### src/rtl/core/pal_pkg.sv
// ----------------------------------------------------------------------------
// pal_pkg
// Shared constants, operation codes and types for the positional array list.
// ----------------------------------------------------------------------------
`default_nettype none

package pal_pkg;

   // Storage geometry
   localparam int DEPTH       = 64;
   localparam int ENTRY_WIDTH = 32;
   localparam int IDX_W       = $clog2(DEPTH);
   localparam int FILL_W      = $clog2(DEPTH + 1);

   // Field widths of the channels
   localparam int OP_W  = 2;
   localparam int POS_W = 8;
   localparam int CAP_W = 7;

   // Width that holds position, fill, capacity and DEPTH for comparisons
   localparam int CMP_W = ((FILL_W > POS_W) ? FILL_W : POS_W) + 1;

   // Configuration port
   localparam int PADDR_W = 2;
   localparam int PDATA_W = 32;
   localparam logic [CAP_W-1:0] CAP_RESET = CAP_W'(64);

   // Operation codes
   localparam logic [OP_W-1:0] OP_INSERT = 2'd0;
   localparam logic [OP_W-1:0] OP_GET    = 2'd1;
   localparam logic [OP_W-1:0] OP_DELETE = 2'd2;
   localparam logic [OP_W-1:0] OP_CLEAR  = 2'd3;

   // Per-cell update select; at most one bit is set in a cycle
   typedef struct packed {
      logic load_value;   // take the inserted word
      logic take_left;    // shift up: take the lower neighbor
      logic take_right;   // shift down: take the upper neighbor
   } cell_ctrl_type;

endpackage

`default_nettype wire

### src/rtl/core/pal_csr.sv
// ----------------------------------------------------------------------------
// pal_csr
// APB-style register port holding the capacity register.
// ----------------------------------------------------------------------------
`default_nettype none

module pal_csr import pal_pkg::*; (
   input  wire logic               clock,
   input  wire logic               reset,
   input  wire logic               psel,
   input  wire logic               penable,
   input  wire logic               pwrite,
   input  wire logic [PADDR_W-1:0] paddr,
   input  wire logic [PDATA_W-1:0] pwdata,
   output logic      [PDATA_W-1:0] prdata,
   output logic                    pready,
   output logic      [CAP_W-1:0]   capacity
);

   logic [CAP_W-1:0] capacity_ff;
   logic [CAP_W-1:0] capacity_in;
   logic             wr_en;

   // Only register 0 exists, at byte address 0
   assign wr_en = psel && penable && pwrite && (paddr == '0);

   always_comb begin
      capacity_in = capacity_ff;
      if (wr_en) begin
         capacity_in = pwdata[CAP_W-1:0];
      end
   end

   always_ff @(posedge clock) begin
      if (reset) begin
         capacity_ff <= CAP_RESET;
      end else begin
         capacity_ff <= capacity_in;
      end
   end

   assign prdata   = PDATA_W'(capacity_ff);
   assign pready   = 1'b1;
   assign capacity = capacity_ff;

endmodule

`default_nettype wire

### config.mk
export PLATFORM = sky130hd
export DESIGN_NAME = pal_csr
export DESIGN_NICKNAME = d
export VERILOG_FILES = /design/src/rtl/core/pal_pkg.sv /design/src/rtl/core/pal_csr.sv
export SDC_FILE = /design/constraint.sdc
export NUM_CORES = 1
export LEC_CHECK = 0
export BUFFER_PORTS_ARGS = -buffer_cell sky130_fd_sc_hd__buf_2
export CAP_MARGIN = 20
export CORE_MARGIN = 10
export CORE_UTILIZATION = 30
export CTS_CLUSTER_DIAMETER = 30
export DETAILED_ROUTE_END_ITERATION = 8
export GPL_ROUTABILITY_DRIVEN = 0
export HOLD_SLACK_MARGIN = 0.03
export PLACE_DENSITY = 0.79
export SLEW_MARGIN = 0
export SYNTH_ARGS = -nofsm -noshare
export SYNTH_HDL_FRONTEND = slang
export SYNTH_SLANG_ARGS = --single-unit
### constraint.sdc
create_clock -name clock -period 0.8 [get_ports clock]
set_input_delay 0 -clock clock [delete_from_list [all_inputs] [get_ports clock]]
set_output_delay 0 -clock clock [all_outputs]
set_load 0.03 [all_outputs]
==> metrics.txt <==
# TYPE chip_impl_metric gauge
chip_impl_metric{name="post-synth-top-area-fraction",unit=""} 0.430
chip_impl_info{name="ctsRootBufferMaster",value="sky130_fd_sc_hd__clkbuf_4"} 1
chip_impl_metric{name="antennaDiodeCount",unit=""} 0
chip_impl_metric{name="critical_path.n_buffers_inverters",unit=""} 1
chip_impl_metric{name="ioPinCount",unit=""} 79
chip_impl_metric{name="synth.lib_cells_used.distinct",unit=""} 9
chip_impl_metric{name="maximum_cell_stage_delay_along_the_critical_path",unit="ps"} 340
chip_impl_metric{name="std_cell_rows",unit=""} 15
chip_impl_metric{name="critPathRequiredTime",unit="ps"} 800
chip_impl_metric{name="period_share",unit=""} 0.937
chip_impl_metric{name="critical_path.max_fanout",unit=""} 3
chip_impl_metric{name="ys_warn_count",unit=""} 0
chip_impl_metric{name="die-width",unit="um"} 63.8
chip_impl_metric{name="synth_compound_gate_area_share",unit=""} 0
chip_impl_info{name="top_delay_family_on_crit_path",value="flip-flops"} 1
chip_impl_metric{name="synthXorXnorAreaFrac",unit=""} 0
chip_impl_metric{name="synth.ff_latch_count",unit=""} 7
chip_impl_metric{name="core",unit="um^2"} 1760
chip_impl_metric{name="power_switching",unit="mW"} 0.344
chip_impl_metric{name="p_total",unit="mW"} 0.966
chip_impl_metric{name="wire_per_inst",unit="um"} 11.1
chip_impl_metric{name="max-cap-violations",unit=""} 0
chip_impl_metric{name="worst_slack_at_placement",unit="ps"} -48.1
chip_impl_metric{name="post_synth_fa_ha_maj_area_fraction",unit=""} 0
chip_impl_metric{name="finalHoldViolations",unit=""} 0
chip_impl_metric{name="worst-endpoint-arrival",unit="ps"} 750
chip_impl_metric{name="buffer_ports.inserted",unit=""} 27
chip_impl_metric{name="largest_register_ffs",unit=""} 7
chip_impl_metric{name="maxClockFrequency",unit="GHz"} 1.33
chip_impl_metric{name="post_synth_mux_area_share",unit=""} 0.122
chip_impl_info{name="combinational_family_with_the_most_area_after_synthesis",value="buffers and inverters"} 1
chip_impl_metric{name="firstDrtPassIters",unit=""} 2
chip_impl_metric{name="first_iter_violations",unit=""} 2
chip_impl_metric{name="hpwlAfterDp",unit="mm"} 1.19
chip_impl_metric{name="asyncSetResetFlopFracSynth",unit=""} 0
chip_impl_info{name="main_area_contributors_after_synthesis",value="sky130_fd_sc_hd__buf_4 (43%), sky130_fd_sc_hd__dfxtp_1 (24%), sky130_fd_sc_hd__nand2b_1 (13%), sky130_fd_sc_hd__mux2i_1 (12%), sky130_fd_sc_hd__buf_6 (2.0%)"} 1
chip_impl_metric{name="detail_route.wirelength",unit="mm"} 1.35
chip_impl_metric{name="setup_violations",unit=""} 0
chip_impl_metric{name="synthesis.area",unit="um^2"} 576
chip_impl_metric{name="clock_period_minus_worst_slack",unit="ps"} 749
chip_impl_info{name="cts_tree",value="done"} 1
chip_impl_info{name="synthTopCellsByCount",value="sky130_fd_sc_hd__buf_4 (33), sky130_fd_sc_hd__nand2b_1 (12), sky130_fd_sc_hd__dfxtp_1 (7), sky130_fd_sc_hd__mux2i_1 (7), sky130_fd_sc_hd__nor2_1 (3)"} 1
chip_impl_metric{name="total_global_routing_track_utilization",unit=""} 0.0661
chip_impl_metric{name="peakVddDrop",unit="V"} 0.000874
chip_impl_info{name="worstPathCellList",value="buf_4"} 1
chip_impl_metric{name="layout.cell_area.non_filler",unit="um^2"} 754
chip_impl_metric{name="grt_first_pass_wirelength",unit="mm"} 2.20
chip_impl_metric{name="cts-buffers-inserted",unit=""} 3
chip_impl_metric{name="route.detailed.vias_per_inst",unit=""} 3.45
chip_impl_metric{name="die_y",unit="um"} 63.8
chip_impl_info{name="run_status",value="complete, no violations"} 1
chip_impl_metric{name="filler_cell_count",unit=""} 193
chip_impl_metric{name="pwr_density_cell",unit="nW/um^2"} 1280
chip_impl_metric{name="initial_utilization",unit=""} 0.326
chip_impl_metric{name="p_int",unit="mW"} 0.622
chip_impl_metric{name="switching_power_share_of_the_total",unit=""} 0.356
chip_impl_metric{name="sequential_to_total_area_share_from_yosys_stat",unit=""} 0.243
chip_impl_metric{name="power_leakage",unit="nW"} 0.375
chip_impl_metric{name="post_synthesis_share_of_cell_area_spent_on_and_or_nand_and_nor_gates",unit=""} 0.165
chip_impl_metric{name="holdWs",unit="ps"} 115
chip_impl_metric{name="combinational_share_of_power",unit=""} 0.302
chip_impl_metric{name="areaGrowthSynthToFinish",unit="%"} 31.1
chip_impl_metric{name="initial_antenna_violation_count",unit=""} 0
chip_impl_metric{name="worstSkewPairLatency",unit="ps"} 250
chip_impl_info{name="synthFlopType",value="sky130_fd_sc_hd__dfxtp_1"} 1
chip_impl_info{name="timing.critical_path.slowest_stage_cell",value="sky130_fd_sc_hd__dfxtp_2"} 1
chip_impl_metric{name="clock_path_buffers",unit=""} 2
chip_impl_metric{name="first_global_vias",unit=""} 488
chip_impl_metric{name="layout-drive-gt1-share",unit=""} 0.406
chip_impl_metric{name="global_route.overflow_total",unit=""} 0
chip_impl_info{name="sort_of_element_at_the_end_of_the_critical_path",value="output port"} 1
chip_impl_metric{name="cts.repair_timing.setup_buffer_count",unit=""} 0
chip_impl_metric{name="syn-mean-instance-area",unit="um^2"} 8.59
chip_impl_metric{name="route.detailed.drc",unit=""} 0
chip_impl_metric{name="finalClockSkew",unit="ps"} 0
chip_impl_metric{name="clk_pin_slew",unit="ps"} 50
chip_impl_metric{name="nets",unit=""} 136
chip_impl_metric{name="route.vias.total",unit=""} 417
chip_impl_metric{name="number_of_enable_type_register_cells_in_the_synthesized_netlist",unit=""} 0
chip_impl_metric{name="seq_power_share",unit=""} 0.371
chip_impl_metric{name="cts_sinks",unit=""} 7
chip_impl_info{name="worst_path_class_setup",value="reg -> out"} 1
chip_impl_info{name="yosysTopAreaCell",value="sky130_fd_sc_hd__buf_4"} 1
chip_impl_metric{name="drt.antenna.violating_nets",unit=""} 0
chip_impl_info{name="min-delay-path-class",value="in -> reg"} 1
chip_impl_metric{name="final_max_slew_viol_count",unit=""} 0
chip_impl_metric{name="postLayoutSetupSlackWorst",unit="ps"} 50.7
chip_impl_metric{name="h-tree-depth",unit=""} 1
chip_impl_metric{name="placed_cell_area",unit="um^2"} 584
chip_impl_metric{name="power.clock.fraction",unit=""} 0.327
chip_impl_metric{name="multiInputGateArea",unit="um^2"} 263
chip_impl_metric{name="area.sequential",unit="um^2"} 149
chip_impl_metric{name="grt_max_degree",unit=""} 15
chip_impl_metric{name="number_of_cells_produced_by_synthesis",unit=""} 67
chip_impl_info{name="synth.most_common_cell",value="sky130_fd_sc_hd__buf_4"} 1
chip_impl_metric{name="dieArea",unit="um^2"} 4070
chip_impl_info{name="cp-start-kind",value="register"} 1
==> area by class of cell <==
class	count	area share
clock buffers	4	0.0348
multi-input cells	49	0.348
flip-flops and latches	7	0.197
well taps	25	0.0415
repair buffers	36	0.378
==> repair_timing <==
item                       CTS  global route
resized for setup           12            19
cloned                       0             0
hold endpoints to repair     7             0
setup endpoints to repair   14            14
hold buffers                 7             0
==> power by group through the flow <==
stage,combinational (mW),sequential [mW],clock (mW)
3_5_place_dp,0.252,0.364,0
5_1_grt,0.312,0.359,0.370
2_1_floorplan,0.304,0.373,0
6_report,0.292,0.359,0.316
4_1_cts,0.283,0.357,0.340
3_3_place_gp,0.250,0.364,0
==> routing by layer <==
metal,GRT usage,vias to the layer above,part of all wire
li1,-,204,-
met1,0.0509,181,0.33
met4,0.00820,0,0
met5,0,-,0
met3,0.0679,0,0.17
met2,0.117,32,0.49
==> logic make-up after synthesis <==
family / after synthesis
buffers and inverters: 35
AND/OR/NAND/NOR: 16
multiplexers: 7
flip-flops: 7
other: 2
==> worst paths after layout <==
| kind | startpoint | end | slack [ps] | depth (start not counted) |
|---|---|---|---|---|
| worst min register to register | capacity[0] | capacity[0] | 480 | 2 |
| worst max-delay path | capacity[2] | capacity[2] | 50 | 1 |
| worst max register to register | capacity[3] | capacity[3] | 190 | 2 |
| worst min-delay path | reset | capacity[6] | 110 | 3 |
==> layout by cell type (no fill, tap or decap), drive strengths merged <==
cell type,n
buf,29
clkbuf,4
mux2i,7
nor2,3
dfxtp,7
nand2b,12
dlygate4sd3,7
and4,1
conb,26
==> through the flow <==
| step | TNS, ps | cells | util |
|---|---|---|---|
| floorplan | 0 | 91 | - |
| global placement | -70.3 | 110 | 0.331 |
| detailed placement | -181 | 110 | 0.331 |
| CTS | -48.5 | 121 | 0.403 |
| global route | -0.622 | 121 | 0.428 |
| finish | 0 | 121 | 0.428 |
(Power assumes the default switching activity.)
