**src/rtl/core/pal_pkg.sv**
```systemverilog
// ----------------------------------------------------------------------------
// pal_pkg
// Shared constants, operation codes and types for the positional array list.
// ----------------------------------------------------------------------------
`default_nettype none

package pal_pkg;

   // Storage geometry
   localparam int DEPTH       = 64;
   localparam int ENTRY_WIDTH = 32;
   localparam int IDX_W       = $clog2(DEPTH);
   localparam int FILL_W      = $clog2(DEPTH + 1);

   // Field widths of the channels
   localparam int OP_W  = 2;
   localparam int POS_W = 8;
   localparam int CAP_W = 7;

   // Width that holds position, fill, capacity and DEPTH for comparisons
   localparam int CMP_W = ((FILL_W > POS_W) ? FILL_W : POS_W) + 1;

   // Configuration port
   localparam int PADDR_W = 2;
   localparam int PDATA_W = 32;
   localparam logic [CAP_W-1:0] CAP_RESET = CAP_W'(64);

   // Operation codes
   localparam logic [OP_W-1:0] OP_INSERT = 2'd0;
   localparam logic [OP_W-1:0] OP_GET    = 2'd1;
   localparam logic [OP_W-1:0] OP_DELETE = 2'd2;
   localparam logic [OP_W-1:0] OP_CLEAR  = 2'd3;

   // Per-cell update select; at most one bit is set in a cycle
   typedef struct packed {
      logic load_value;   // take the inserted word
      logic take_left;    // shift up: take the lower neighbor
      logic take_right;   // shift down: take the upper neighbor
   } cell_ctrl_type;

endpackage

`default_nettype wire

```
**src/rtl/core/pal_cell.sv**
```systemverilog
// ----------------------------------------------------------------------------
// pal_cell
// One list slot: holds a word, or takes the new word or a neighbor's word.
// ----------------------------------------------------------------------------
`default_nettype none

module pal_cell import pal_pkg::*; (
   input  wire logic                   clock,
   input  wire cell_ctrl_type          ctrl,
   input  wire logic [ENTRY_WIDTH-1:0] load_data,
   input  wire logic [ENTRY_WIDTH-1:0] left_data,
   input  wire logic [ENTRY_WIDTH-1:0] right_data,
   output logic      [ENTRY_WIDTH-1:0] data
);

   logic [ENTRY_WIDTH-1:0] data_ff;
   logic [ENTRY_WIDTH-1:0] data_in;

   always_comb begin
      data_in = data_ff;
      if (ctrl.load_value) begin
         data_in = load_data;
      end else if (ctrl.take_left) begin
         data_in = left_data;
      end else if (ctrl.take_right) begin
         data_in = right_data;
      end
   end

   always_ff @(posedge clock) begin
      data_ff <= data_in;
   end

   assign data = data_ff;

endmodule

`default_nettype wire

```
**config.mk**
```make
export PLATFORM = sky130hd
export DESIGN_NAME = pal_cell
export DESIGN_NICKNAME = d
export VERILOG_FILES = /design/src/rtl/core/pal_pkg.sv /design/src/rtl/core/pal_cell.sv
export SDC_FILE = /design/constraint.sdc
export NUM_CORES = 1
export LEC_CHECK = 0
export ABC_AREA = 0
export BUFFER_PORTS_ARGS = -buffer_cell sky130_fd_sc_hd__buf_2
export CORE_MARGIN = 4
export CORE_UTILIZATION = 39
export CTS_CLUSTER_DIAMETER = 150
export DETAILED_ROUTE_END_ITERATION = 12
export HOLD_SLACK_MARGIN = 0.1
export PLACE_DENSITY = 0.8
export SYNTH_ARGS = -nofsm -noshare
export SYNTH_HDL_FRONTEND = slang
export SYNTH_SLANG_ARGS = --single-unit
```
**constraint.sdc**
```tcl
create_clock -name clock -period 1.7 [get_ports clock]
set_input_delay 0.085 -clock clock [delete_from_list [all_inputs] [get_ports clock]]
set_output_delay 0.085 -clock clock [all_outputs]
set_load 0.01 [all_outputs]
```
==> out/results.ini, run 1 <==
[worst_setup_path]
worst_path_max_delay_cell=edfxtp_1
critPathLaunchType=register
worstSetupEndpoint=data[26]
critPathArrivalTime_ns=0.79
cp-startpoint=data[26]
crit_buf_inv=1
path_max_fanout=1
end_kind=output port
crit_type=reg2out
path_cells=buf_2
cp_top_family=flip-flops
worstPathRequired_ns=1.62
critPathMaxStageDelay_ns=0.37
cp_num_cells=1

[floorplan]
die_h_um=73.5
boundaryPins=132
rows=23
dieArea_um2=5400
start_util=0.409
chipWidth_um=73.5
core_region_area_um2=4090

[synth]
synth_top_family_by_area=multiplexers
yosys.area_share.simple=0.0755
ys_seq_area_frac=0.574
ys_seq_elements=32
ys_types=10
syn-num-nets=240
synth_compound_area_frac=0.0957
synth-xor-area-share=0
syn_area_um2=1670
synth_warnings=0
syn_inst=140
avgSynthCellArea_um2=11.9
synth.mux.area_fraction=0.191
synthAdderAreaFrac=0

[clock_tree]
clock-sinks=32
cts-root-buf=clkbuf_8
clockBufferDepth=2
cts.htree.levels=2
numCtsBuffers=5
cts_resized=0
cts_setup_buffers=0
clk_pin_slew_ns=0.06
holdBufCountCts=17
cts_tree=done

[global_routing]
grt.overflow.total=0
first_global_vias=1539
antenna_found_initial=0
grt_pass1_wl_um=6690
grt_max_degree=39
grt_usage=0.166

[cells_and_area]
nets=389
num_antenna_cells=0
drive_above_1_share=0.491
area_growth_syn_to_layout_pct=53.2
largest_reg_flops=32
final_common_cell=buf_2
layout_common_cells=buf_2, mux2i_1, nand2_1, edfxtp_1, o21ai_1

[sta]
slew_headroom=0.736
worstMarginPinSlew_ns=0.396
rsz0062_at_grt=false
finalSetupViolations=0
fin_crit_ns=0.880
setup_ws_ns=0.820
fmax_mhz=1140
period_share=0.518
drv_slew=0
tns_ns=0
hold_viol_final=0

[detailed_routing]
first_iter_violations=68
wl_um=4560
remaining_drc_errors=0
dr.pass1.iters=4
vias=1567
avgRoutedWirePerCell_um=13.5
antenna_left=0
vias_per_cell=4.65

[hold_path]
hold_path_class=in2reg

[run_status]
status=finished, final reports clean

[flow_run]
cap_violations=0

[pwr]
p_leak_uw=0.00129
ir_drop_mv=0.426
pwr_density_cell_nw_per_um2=750

[placement]
port_buffers=131
gp_congestion=0.838
pre_cts_ws_ns=0.562
place_hpwl_um=3460

-- per-layer routing --
layer  vias up  global-route usage  wire, um
met5         -                   0         0
met4         0              0.0805       101
met3        10              0.0643       564
met2        83               0.317      2390
met1       673               0.149      1500
li1        801                   -         -
-- worst min-delay path: cells and delay by family --
family / cells / cell delay, ns
AOI/OAI and AO/OA: 1 / 0.06
buffers and inverters: 1 / 0.07
and+or+nand+nor: 1 / 0.05
-- synthesized netlist by cell type --
cell      instances  share of area
edfxtp_1         32           0.57
mux2i_1          32           0.19
nand2_1          32          0.072
o21ai_1          30          0.090
buf_2             6          0.018
buf_12            3          0.036
o21ai_0           2         0.0060
buf_6             1         0.0067
clkbuf_1          1         0.0022
or3_1             1         0.0037
-- power breakdown --
part           total [uW]  switching [uW]  internal, uW
Clock                 491             229           263
Sequential            991            18.2           973
Combinational         440             210           230
Total                1920             457          1470
-- through the flow --
step | cells | hold slack (ns) | cell area, um^2 | util | total power (uW)
4_1_cts | 337 | 0.101 | 2560 | 0.627 | 1960
5_1_grt | 337 | 0.112 | 2560 | 0.627 | 2050
2_1_floorplan | 140 | 0.276 | 1670 | - | 1220
6_report | 337 | 0.110 | 2560 | 0.627 | 1920
3_5_place_dp | 315 | 0.376 | 2320 | 0.569 | 1420
3_3_place_gp | 315 | 0.370 | 2320 | 0.569 | 1410
-- worst min path at each step --
stage                        from        to  slack [ns]  depth (start not counted)
CTS                 load_data[23]  data[23]        0.10                          3
floorplan           load_data[30]  data[30]        0.28                          2
detailed placement   load_data[4]   data[4]        0.38                          3
global placement     load_data[3]   data[3]        0.37                          3
finish              load_data[23]  data[23]        0.11                          3
global route        load_data[15]  data[15]        0.11                          3
-- layout make-up --
cell class,instances,area (um^2)
repair buffers,153,863
fillers,337,1520
multi-input cells,97,607
clock buffers,5,68.8
flip-flops and latches,32,961
well taps,50,62.6
-- cells by family after synthesis --
kind of cell	after synthesis
multiplexers	32
flip-flops	32
AO/OA/AOI/OAI	32
AND/OR/NAND/NOR	33
buffers and inverters	11
Note: power is estimated with default switching activity, not from simulation.
==> inputs of run 2 (changes only) <==
- clock period: 1.7 -> 0.85 ns (I/O delays scaled with it)
==> out/results.ini, run 2 (synthesis gave the netlist of run 1 again) <==
[run_status]
status=complete, but fails checks
violations=setup timing

[worst_setup_path]
path_cells=buf_2
worst_path_max_delay_cell=edfxtp_1
cp-startpoint=data[2]
crit_buf_inv=1  ; unchanged
path_max_fanout=1  ; unchanged
critPathArrivalTime_ns=0.82  ; +0.03 ns
critPathMaxStageDelay_ns=0.39  ; +0.02 ns
worstPathRequired_ns=0.81  ; -0.81 ns
end_kind=output port
critPathLaunchType=register
cp_top_family=flip-flops
crit_type=reg2out

[floorplan]
boundaryPins=132  ; unchanged
die_h_um=73.5  ; unchanged
core_region_area_um2=4090  ; unchanged
rows=23  ; unchanged
dieArea_um2=5400  ; unchanged
chipWidth_um=73.5  ; unchanged
start_util=0.409  ; unchanged

[detailed_routing]
vias=1708  ; +9.0%
vias_per_cell=4.80  ; +3.2%
remaining_drc_errors=0  ; unchanged
first_iter_violations=70  ; +2.9%
wl_um=5030  ; +10%
avgRoutedWirePerCell_um=14.1  ; +4.5%
dr.pass1.iters=5  ; +1
antenna_left=0  ; unchanged

[clock_tree]
clock-sinks=32  ; unchanged
clockBufferDepth=2  ; unchanged
cts_tree=done
cts_setup_buffers=0  ; unchanged
clk_pin_slew_ns=0.06  ; about the same
cts.htree.levels=2  ; unchanged
numCtsBuffers=5  ; unchanged
cts-root-buf=clkbuf_8

[sta]
rsz0062_at_grt=true
finalSetupViolations=3  ; +3
fin_crit_ns=0.862
slew_headroom=0.716  ; -0.0202
worstMarginPinSlew_ns=0.426  ; +0.0303 ns
drv_slew=0  ; unchanged
period_share=1.01
setup_ws_ns=-0.0116  ; -0.832 ns
hold_viol_final=0  ; unchanged
fmax_mhz=1160

[global_routing]
grt_usage=0.192  ; +0.0264
first_global_vias=1808  ; +17%
grt_max_degree=33  ; -15%
grt.overflow.total=0  ; unchanged
grt_pass1_wl_um=7810  ; +17%
antenna_found_initial=0  ; unchanged

[placement]
dp.cells=314  ; -0.32%
port_buffers=131  ; unchanged
gp_congestion=0.757  ; -9.7%
place_hpwl_um=3500  ; +1.2%

[cells_and_area]
num_antenna_cells=0  ; unchanged
n_fill_cell=304  ; -9.8%
largest_reg_flops=32  ; unchanged
drive_above_1_share=0.454  ; -0.0370
layout_common_cells=buf_2, dlygate4sd3_1, mux2i_1, nand2_1, edfxtp_1
utilization=0.687  ; +0.0597
nets=405  ; +4.1%
stdcell_count=356  ; +5.6%
area_growth_syn_to_layout_pct=67.8
final_common_cell=buf_2

[pwr]
pwr_density_cell_nw_per_um2=1550  ; +110%
p_total_uw=4350  ; +130%
ir_drop_mv=0.961  ; +130%
p_leak_uw=0.00140  ; +8.6%

[hold_path]
min_from=right_data[5]
hold_path_class=in2reg
min_path_cells=3  ; unchanged
hold_end=data[5]

[flow_run]
cap_violations=0  ; unchanged

## run 2: cell types whose count changed in the layout (fill, tap and decap cells not counted), sizes merged
cell and change:
dlygate4sd3 +19, buf -5, dlymetal6s4s +2, bufinv +1, clkbuf +1, clkinv +1
## run 2: worst max path at each step
stage / to / depth (start not counted) / slack [ns]
floorplan: data[0] / 2 / -0.11
global placement: data[13] / 2 / -0.18
detailed placement: data[12] / 2 / -0.21
CTS: data[2] / 1 / -0.03
global route: data[2] / 1 / -0.05
finish: data[2] / 1 / -0.01
## run 2: where the power goes
part	leakage [uW]	switching (uW)	internal, uW	total [uW]
Sequential	0.000338	43.4	1950	1990
Clock	0.0000552	533	869	1400
Combinational	0.00101	440	524	964
## run 2: layer usage
layer / track usage / vias up / part of all wire
li1: - / 836 / -
met1: 0.186 / 757 / 0.33
met2: 0.353 / 97 / 0.53
met3: 0.0739 / 18 / 0.10
met4: 0.0905 / 0 / 0.037
met5: 0 / - / 0
## run 2: cell type report
type / count / area [um^2] / area share
Clock buffer: 6 / 72.6 / 0.0259
Tap cell: 50 / 62.6 / 0.0223
Clock inverter: 2 / 35.0 / 0.0125
Timing Repair Buffer: 169 / 1060 / 0.379
Sequential cell: 32 / 961 / 0.342
Multi-Input combinational cell: 97 / 612 / 0.218
## run 2: timing repair
item,CTS,global route
resized for setup,0,2
pin swaps,0,3
endpoints found under the setup margin,11,32
hold buffers,38,0
endpoints found under the hold margin,32,0
## run 2: stage by stage
step	setup slack, ns	TNS [ns]	hold WS, ns	area [um^2]
floorplan	-0.113	-3.61	0.234	1690
global placement	-0.185	-8.27	0.327	2330
finish	-0.0116	-0.0147	0.111	2810
detailed placement	-0.211	-9.92	0.331	2330
global route	-0.0530	-0.632	0.106	2810
CTS	-0.0344	-0.129	0.100	2820
==> inputs of run 3 (changes only) <==
- PLACE_DENSITY: 0.8 -> 0.79
==> out/results.ini, run 3 (synthesis gave the netlist of run 1 again) <==
[run_status]
status=complete, but fails checks
violations=setup timing

[placement]
port_buffers=131  ; unchanged
pre_cts_ws_ns=-0.205  ; +0.00687 ns
placed_cell_area_um2=2320  ; -0.54%
place_hpwl_um=3510  ; +0.43%
dp.cells=314  ; unchanged
gp_congestion=0.722  ; -4.6%

[cells_and_area]
drive_above_1_share=0.470  ; +0.0161
utilization=0.674  ; -0.0126
num_antenna_cells=0  ; unchanged
final_common_cell=buf_2
area_growth_syn_to_layout_pct=64.7
nets=403  ; -0.49%
layout_common_cells=buf_2, mux2i_1, nand2_1, edfxtp_1, dlygate4sd3_1
largest_reg_flops=32  ; unchanged
n_fill_cell=322  ; +5.9%
stdcell_count=354  ; -0.56%
postLayoutCellArea_um2=2760  ; -1.8%

[floorplan]
dieArea_um2=5400  ; unchanged
start_util=0.409  ; unchanged
die_h_um=73.5  ; unchanged
core_region_area_um2=4090  ; unchanged
rows=23  ; unchanged
chipWidth_um=73.5  ; unchanged
boundaryPins=132  ; unchanged

[pwr]
clkPwrFrac=0.326  ; +0.004
switching_share=0.239  ; +0.00569
ir_drop_mv=1.03  ; +7.6%
internal_power_uw=3330  ; -0.40%
p_seq_frac=0.455  ; -0.002
pwr-share-comb=0.219  ; -0.002
p_switching_uw=1040  ; +2.8%
p_leak_uw=0.00137  ; -2.1%
pwr_density_cell_nw_per_um2=1590  ; +2.2%

[clock_tree]
clk_pin_slew_ns=0.07  ; about the same
cts-root-buf=clkbuf_8
cts.htree.levels=2  ; unchanged
clock-sinks=32  ; unchanged
cts_tree=done
numCtsBuffers=5  ; unchanged
clockBufferDepth=2  ; unchanged
cts_setup_buffers=0  ; unchanged

[worst_setup_path]
critPathArrivalTime_ns=0.81  ; about the same
critPathLaunchType=register
crit_type=reg2out
path_cells=buf_6
cp_num_cells=1  ; unchanged
worst_path_max_delay_cell=edfxtp_1
crit_buf_inv=1  ; unchanged
worstPathRequired_ns=0.81  ; about the same
cp_top_family=flip-flops
end_kind=output port
path_max_fanout=1  ; unchanged
critPathMaxStageDelay_ns=0.39  ; about the same

[hold_path]
hold_path_class=in2reg
hold_end=data[27]
min_path_cells=3  ; unchanged
min_from=right_data[27]

[global_routing]
antenna_found_initial=0  ; unchanged
grt_pass1_wl_um=7870  ; +0.79%
grt_max_degree=35  ; +6.1%
first_global_vias=1741  ; -3.7%
grt_usage=0.192  ; -0.000573
grt.overflow.total=0  ; unchanged

[sta]
setup_ws_ns=-0.000633  ; +0.0109 ns
slew_headroom=0.710  ; -0.00534
worstMarginPinSlew_ns=0.434  ; +0.00802 ns
drv_slew=0  ; unchanged
period_share=1.00  ; -0.0129
tns_ns=-0.000633  ; +0.0141 ns
fmax_mhz=1180  ; +1.3%
finalSetupViolations=1  ; -2
hold_viol_final=0  ; unchanged
rsz0062_at_grt=true
fin_crit_ns=0.851  ; -0.0109 ns

[detailed_routing]
vias_per_cell=4.64  ; -3.3%
first_iter_violations=61  ; -13%
wl_um=5150  ; +2.4%
antenna_left=0  ; unchanged
dr.pass1.iters=4  ; -1
remaining_drc_errors=0  ; unchanged
avgRoutedWirePerCell_um=14.6  ; +3.0%
vias=1643  ; -3.8%

[flow_run]
cap_violations=0  ; unchanged

[run 3: cell count changes in the layout (fill, tap and decap cells not counted)]
cell,delta
buf_12,-1
buf_2,+3
buf_4,+1
buf_6,+1
dlygate4sd3_1,-4
dlymetal6s4s_1,-2
[run 3: worst max path at each step]
| stage | to | slack [ns] | from |
|---|---|---|---|
| finish | data[26] | -0.0006 | data[26] |
| detailed placement | data[17] | -0.20 | ctrl[2] |
| global route | data[26] | -0.04 | data[26] |
| floorplan | data[0] | -0.11 | ctrl[2] |
| global placement | data[13] | -0.19 | ctrl[2] |
| CTS | data[24] | -0.02 | data[24] |
[run 3: routing by layer]
layer	GRT usage	vias to the layer above	routed length, um
li1	-	838	-
met1	0.193	720	1820
met2	0.362	77	2790
met3	0.0698	8	461
met4	0.0584	0	78
met5	0	-	0
[run 3: power groups by stage]
stage | clock network, uW | registers (uW) | logic (uW)
2_1_floorplan | 0 | 2130 | 311
3_3_place_gp | 0 | 2010 | 814
3_5_place_dp | 0 | 2020 | 833
4_1_cts | 1440 | 1990 | 944
5_1_grt | 1520 | 2010 | 1050
6_report | 1430 | 1990 | 956
[run 3: what timing repair did]
item                                    CTS  global route
pin swaps                                 0             0
hold buffers                             31             1
gates resized for setup                   0             1
endpoints found under the setup margin    9            30
endpoints found under the hold margin    31             1
[run 3: cell type report]
cell class	instances	area, um^2	area share
clock inverters	2	35.0	0.0127
multi-input cells	97	612	0.222
flip-flops and latches	32	961	0.349
well taps	50	62.6	0.0227
clock buffers	6	72.6	0.0263
repair buffers	167	1010	0.367
[run 3: through the flow]
stage	hold WS [ns]	total power, uW
global route	0.117	4570
detailed placement	0.328	2860
floorplan	0.234	2440
finish	0.110	4370
global placement	0.323	2830
CTS	0.102	4370
